<file path="src/hw/rtl/gwm_pkg.sv">
package gwm_pkg;

    typedef enum logic [1:0] {
        CMD_CLEAR   = 2'd0,
        CMD_APPEND  = 2'd1,
        CMD_SUBJECT = 2'd2,
        CMD_FINISH  = 2'd3
    } cmd_t;

    localparam logic [7:0] CH_ANY  = 8'h3F;
    localparam logic [7:0] CH_STAR = 8'h2A;

    localparam int S_TDATA_W = 16;
    localparam int M_TDATA_W = 8;

endpackage

</file>
<file path="src/hw/rtl/gwm_pattern_store.sv">
module gwm_pattern_store #(
    parameter int PATTERN_MAX = 64,
    parameter int LEN_W       = 7
) (
    input  logic                   clk,
    input  logic                   rst_n,
    input  logic                   step,
    input  gwm_pkg::cmd_t          command,
    input  logic [7:0]             char_value,
    output logic [PATTERN_MAX-1:0] star_vec,
    output logic [PATTERN_MAX-1:0] hit_vec,
    output logic [LEN_W-1:0]       length,
    output logic                   overflow
);
    import gwm_pkg::*;

    logic [7:0]             store_reg [PATTERN_MAX];
    logic [LEN_W-1:0]       len_reg;
    logic                   ovf_reg;
    logic [PATTERN_MAX-1:0] lane_en;
    logic                   append;

    assign append = step && (command == CMD_APPEND);

    always_ff @(posedge clk or negedge rst_n)
    begin
        if (!rst_n)
        begin
            len_reg <= '0;
            ovf_reg <= 1'b0;
        end
        else if (step && (command == CMD_CLEAR))
        begin
            len_reg <= '0;
            ovf_reg <= 1'b0;
        end
        else if (append)
        begin
            if (len_reg < LEN_W'(PATTERN_MAX))
                len_reg <= len_reg + LEN_W'(1);
            else
                ovf_reg <= 1'b1;
        end
    end

    // Each position has its own byte register, written when it is the next free slot.
    always_ff @(posedge clk)
    begin
        for (int i = 0; i < PATTERN_MAX; i++)
        begin
            if (append && (len_reg == LEN_W'(i)))
                store_reg[i] <= char_value;
        end
    end

    always_comb
    begin
        for (int i = 0; i < PATTERN_MAX; i++)
        begin
            lane_en[i]  = LEN_W'(i) < len_reg;
            star_vec[i] = lane_en[i] && (store_reg[i] == CH_STAR);
            // A star lane never consumes a byte as a single match.
            hit_vec[i]  = lane_en[i] && (store_reg[i] != CH_STAR)
                          && ((store_reg[i] == CH_ANY) || (store_reg[i] == char_value));
        end
    end

    assign length   = len_reg;
    assign overflow = ovf_reg;

endmodule

</file>
<file path="src/hw/rtl/gwm_active_vector.sv">
module gwm_active_vector #(
    parameter int PATTERN_MAX = 64,
    parameter int LEN_W       = 7
) (
    input  logic                   clk,
    input  logic                   rst_n,
    input  logic                   step,
    input  gwm_pkg::cmd_t          command,
    input  logic [PATTERN_MAX-1:0] star_vec,
    input  logic [PATTERN_MAX-1:0] hit_vec,
    input  logic [LEN_W-1:0]       length,
    output logic                   end_active
);
    import gwm_pkg::*;

    localparam int VEC_W = PATTERN_MAX + 1;
    localparam logic [VEC_W-1:0] START = VEC_W'(1);

    logic [VEC_W-1:0] active_reg;
    logic [VEC_W-1:0] active_next;
    logic [VEC_W-1:0] star_ext;
    logic [VEC_W-1:0] closed;
    logic [VEC_W-1:0] fed;

    // Star closure as a carry chain: a star propagates activity to the next position,
    // an active star generates it. The carries of one add give the whole closure.
    assign star_ext = {1'b0, star_vec};
    assign closed   = active_reg
                      | ((star_ext + (active_reg & star_ext)) ^ (star_ext & ~active_reg));

    assign fed = {closed[PATTERN_MAX-1:0] & hit_vec, 1'b0}
                 | {1'b0, closed[PATTERN_MAX-1:0] & star_vec};

    assign end_active = closed[length];

    always_comb
    begin
        active_next = active_reg;
        if (step)
        begin
            case (command)
                CMD_SUBJECT: active_next = fed;
                default:     active_next = START;
            endcase
        end
    end

    always_ff @(posedge clk or negedge rst_n)
    begin
        if (!rst_n)
            active_reg <= START;
        else
            active_reg <= active_next;
    end

endmodule

</file>
<file path="src/hw/rtl/glob_wildcard_matcher.sv">
// Path: a finish word goes from the input register to the result register, and it
// waits in the input register while the result register holds a result not yet taken.
// Throughput: one word per cycle while results are taken; each subject byte
// updates all pattern positions at once.
// Reset (rst_n low, asynchronous) empties the pattern, clears the overflow flag,
// leaves only position zero active and drops any word in flight.
module glob_wildcard_matcher #(
    parameter int PATTERN_MAX = 64
) (
    input  logic                            clk,
    input  logic                            rst_n,
    input  logic                            s_tvalid,
    output logic                            s_tready,
    // [1:0] command, [9:2] char_value, [15:10] zero
    input  logic [gwm_pkg::S_TDATA_W-1:0]   s_tdata,
    output logic                            m_tvalid,
    input  logic                            m_tready,
    // [0] matched, [1] pattern_overflow, [7:2] zero
    output logic [gwm_pkg::M_TDATA_W-1:0]   m_tdata
);
    import gwm_pkg::*;

    localparam int LEN_W = $clog2(PATTERN_MAX + 1);

    logic                   in_valid_reg;
    cmd_t                   cmd_reg;
    logic [7:0]             char_reg;
    logic                   out_valid_reg;
    logic                   out_valid_next;
    logic                   matched_reg;
    logic                   ovf_out_reg;
    logic                   step;
    logic                   accept;
    logic [PATTERN_MAX-1:0] star_vec;
    logic [PATTERN_MAX-1:0] hit_vec;
    logic [LEN_W-1:0]       length;
    logic                   overflow;
    logic                   end_active;

    // Only a finish word needs room in the result register.
    assign step     = in_valid_reg && ((cmd_reg != CMD_FINISH) || !out_valid_reg || m_tready);
    assign s_tready = !in_valid_reg || step;
    assign accept   = s_tvalid && s_tready;

    always_ff @(posedge clk or negedge rst_n)
    begin
        if (!rst_n)
            in_valid_reg <= 1'b0;
        else if (s_tready)
            in_valid_reg <= s_tvalid;
    end

    always_ff @(posedge clk)
    begin
        if (accept)
        begin
            cmd_reg  <= cmd_t'(s_tdata[1:0]);
            char_reg <= s_tdata[9:2];
        end
    end

    gwm_pattern_store #(
        .PATTERN_MAX (PATTERN_MAX),
        .LEN_W       (LEN_W)
    ) u_store (
        .clk        (clk),
        .rst_n      (rst_n),
        .step       (step),
        .command    (cmd_reg),
        .char_value (char_reg),
        .star_vec   (star_vec),
        .hit_vec    (hit_vec),
        .length     (length),
        .overflow   (overflow)
    );

    gwm_active_vector #(
        .PATTERN_MAX (PATTERN_MAX),
        .LEN_W       (LEN_W)
    ) u_active (
        .clk        (clk),
        .rst_n      (rst_n),
        .step       (step),
        .command    (cmd_reg),
        .star_vec   (star_vec),
        .hit_vec    (hit_vec),
        .length     (length),
        .end_active (end_active)
    );

    always_comb
    begin
        out_valid_next = out_valid_reg && !m_tready;
        if (step && (cmd_reg == CMD_FINISH))
            out_valid_next = 1'b1;
    end

    always_ff @(posedge clk or negedge rst_n)
    begin
        if (!rst_n)
            out_valid_reg <= 1'b0;
        else
            out_valid_reg <= out_valid_next;
    end

    always_ff @(posedge clk)
    begin
        if (step && (cmd_reg == CMD_FINISH))
        begin
            matched_reg <= end_active && !overflow;
            ovf_out_reg <= overflow;
        end
    end

    assign m_tvalid = out_valid_reg;
    assign m_tdata  = {6'd0, ovf_out_reg, matched_reg};

endmodule
</file>
<file path="config.mk">
export PLATFORM = sky130hd
export DESIGN_NAME = glob_wildcard_matcher
export DESIGN_NICKNAME = d
export VERILOG_FILES = /design/src/hw/rtl/gwm_pkg.sv /design/src/hw/rtl/gwm_pattern_store.sv /design/src/hw/rtl/gwm_active_vector.sv /design/src/hw/rtl/glob_wildcard_matcher.sv
export SDC_FILE = /design/constraint.sdc
export NUM_CORES = 1
export LEC_CHECK = 0
export ABC_AREA = 1
export ABC_CLOCK_PERIOD_IN_PS = 3400
export BUFFER_PORTS_ARGS = -buffer_cell sky130_fd_sc_hd__buf_2
export CAP_MARGIN = 40
export CORE_MARGIN = 3
export CORE_UTILIZATION = 45
export CTS_CLUSTER_SIZE = 30
export DETAILED_ROUTE_END_ITERATION = 8
export GPL_TIMING_DRIVEN = 1
export SLEW_MARGIN = 5
export SYNTH_ARGS = -nofsm -noshare
export SYNTH_HDL_FRONTEND = slang
export SYNTH_SLANG_ARGS = --single-unit
</file>
<file path="constraint.sdc">
create_clock -name clk -period 3.4 [get_ports clk]
set_input_delay 0.68 -clock clk [delete_from_list [all_inputs] [get_ports clk]]
set_output_delay 0.68 -clock clk [all_outputs]
set_load 0.01 [all_outputs]
</file>
==> impl_metrics.yaml <==
cells_and_area:
  largest_register_ffs: 512
  final_cell_mix: "1382 x nand2_1, 1186 x buf_4, 573 x inv_1"
  syn_to_final_growth_pct: 37.60
  nets: 6490
  final_core_util_pct: 62.74
  layout-drive-gt1-share_pct: 31.76
  mostFrequentLayoutCell: "nand2_1"
placed_design:
  io_buffers: 17
  hpwlAfterDp_um: 128900
  gp_congestion: 1.106
die:
  core_area_sq_mm: 0.08729
  dieArea_sq_mm: 0.09205
  io_pins: 30
  start_util_pct: 45.60
  num_rows: 108
  die_width_um: 303.4
  die_y_um: 303.4
route:
  vias_per_cell: 5.476
  ant_nets: 0
  drtIter0Drc: 4510
  drc_errors: 0
  drt_wl_total_um: 167100
  drtPass1Iterations: 8
  avgRoutedWirePerCell_um: 21.77
  vias: 42030
power:
  power_switching_w: 0.004523
  pwr-share-seq_pct: 46.3
  p_sw_share_pct: 25.94
  clkPwrFrac_pct: 42.3
  vdd_drop_max_mv: 0.4234
  p_int_w: 0.01292
  pwr_density_cell_mw_per_mm2: 318.4
  comb_power_share_pct: 11.4
  p_leak_nw: 23.41
cts:
  cts_max_level: 3
  insertion_delay_ns: 0.65
  clock_path_buffers: 3
  clock-sinks: 599
  cts_root_buf: "clkbuf_16"
  cts_tree: "done"
  clkSlewWorstSetupHoldPaths_ns: 0.07
  cts_buffers: 69
worst_setup_path:
  crit_fanout: 22
  timing_worst_setup_path_type: "register to register"
  r2r-end: "matched_reg"
  cp.required_ns: 3.89
  cp_data_arrival_time_ns: 3.93
  cp-start-kind: "register"
  endpoint_kind: "register"
  regToRegStartpoint: "u_store.length[4]"
  worstRegToRegCells: 25
  rrSetupSlack_ns: -0.04
global_routing:
  grt_max_degree: 85
  track_usage_pct: 35.97
  grt_pass1_wl_um: 243900
  antenna_found_initial: 2
  grt_pass1_vias: 39280
  grt.overflow.total: 0
timing:
  finalSetupViolCount: 1
  post-route-period-util_pct: 101.3
  whs_ns: 0.07340
  tns_ns: -0.04356
  final.min_clock_period_ns: 3.444
  max_slew_margin_pct: 31.66
  setup_slack_ns: -0.04356
  worstMarginPinSlew_ns: 1.017
  skew_ns: 0.02429
  rsz0062_at_grt: "true"
  max_freq_ghz: 0.2904
  final_hold_viol_count: 0
  final_max_slew_viol_count: 0
logic_synthesis:
  avgSynthCellArea_sq_um: 7.581
  ys_warn_count: 0
  synth_ff_type: "edfxtp_1"
  synth_top_area_share_pct: 39.53
  synthCells: 5250
  ys_seq_area_share_pct: 44.25
  synth_largest_area_cell: "edfxtp_1"
  synth_edf_count: 524
  synthArstFlopShare_pct: 12.52
  syn_area_sq_mm: 0.03980
  synth_seq_cells: 599
  synth_cell_types: 71
  ys_top_cells_by_area: "edfxtp_1 40%, nand2_1 14%, nor2_1 6.4%"
outcome:
  violations: "negative setup slack"
  run_status: "finished with violations"
job:
  cap_violations: 0
min_path:
  min_path_type: "input pin to async pin"
-- power by group through the flow --
stage	combinational [W]	sequential (W)	clock, W
floorplan	0.000844	0.00827	0
global placement	0.00182	0.00822	0
detailed placement	0.00183	0.00822	0
CTS	0.00189	0.00807	0.00750
global route	0.00208	0.00807	0.00781
finish	0.00199	0.00807	0.00737
-- worst max-delay path by stage --
stage | from | endpoint | cells past startpoint
final | u_store.length[4] | matched_reg | 25
after global routing | u_store.length[1] | matched_reg | 27
after CTS | u_store.length[5] | matched_reg | 29
after detailed placement | u_store.length[4] | matched_reg | 28
after global placement | u_store.length[4] | matched_reg | 28
after floorplan | char_reg[1] | u_active.active_reg[7] | 10
-- critical path: stages (launching register included) --
cell	delay, ns
dfrtp_2	0.48
inv_4	0.08
buf_12	0.14
nand2_4	0.09
buf_12	0.17
nand3_1	0.14
nor2_2	0.20
nand2_1	0.16
inv_1	0.11
nand2_1	0.10
buf_4	0.16
nor2_1	0.12
nand2_1	0.12
nor2_1	0.13
nand2_1	0.12
nand4_1	0.13
nor2_1	0.06
nor2_1	0.09
nand2_1	0.06
inv_1	0.05
nand2_1	0.09
nand2_1	0.08
nand2_1	0.05
inv_1	0.06
nand3_2	0.09
a21oi_4	0.18
-- Yosys cell counts (49+ instances only) --
| master | instances |
|---|---|
| a21oi_1 | 139 |
| clkbuf_1 | 89 |
| dfrtp_1 | 74 |
| edfxtp_1 | 524 |
| inv_1 | 592 |
| nand2_1 | 1516 |
| nand3_1 | 340 |
| nand4_1 | 226 |
| nor2_1 | 675 |
| nor2_2 | 49 |
| nor3_1 | 94 |
| o21ai_0 | 156 |
| or2_2 | 157 |
| xnor2_1 | 195 |
-- kinds of logic (layout without fill, tap and decap cells) --
group / Yosys count / count (layout) / share of synthesized area [%]
and+or+nand+nor: 3206 / 3206 / 35.89
AOI/OAI and AO/OA: 474 / 474 / 7.422
xor gates and xnor gates: 218 / 218 / 4.797
DFF: 599 / 599 / 44.25
buffers and inverters: 747 / 2010 / 7.469
adders and majority gates: 5 / 5 / 0.1572
other: 1 / 7 / 0.009422
-- stage by stage --
step | instances | cell area, sq um | worst slack, ns | power, W
global route | 7673 | 54770 | -0.2032 | 0.01797
detailed placement | 7479 | 50060 | -0.5285 | 0.01005
finish | 7674 | 54770 | -0.04356 | 0.01744
global placement | 7479 | 50060 | -0.5170 | 0.01004
CTS | 7635 | 53310 | -0.003710 | 0.01747
floorplan | 5255 | 39820 | 0.3046 | 0.009114
-- layout make-up --
cell class	instances	area (sq um)
clock inverters	38	380.4
repair buffers	1268	10080
diodes	1	2.502
flip-flops and latches	599	17620
clock buffers	86	1843
inverters	618	2354
well taps	1155	1445
multi-input cells	3909	21050
fillers	7808	32530
-- layer usage --
| metal | routed length, um | track usage [%] | vias to the layer above |
|---|---|---|---|
| li1 | - | - | 19900 |
| met1 | 71670 | 50.97 | 19940 |
| met2 | 70850 | 54.09 | 1858 |
| met3 | 17620 | 7.826 | 325 |
| met4 | 6874 | 13.22 | 2 |
| met5 | 58 | 0.4762 | - |
-- repair_timing --
action,CTS,global route
hold buffers,0,0
endpoints found under the hold margin,0,0
endpoints found under the setup margin,13,27
gates resized for setup,225,330
cloned,0,0
pin swaps,50,106
buffers inserted,34,37
Power figures use the tool's default switching activity.
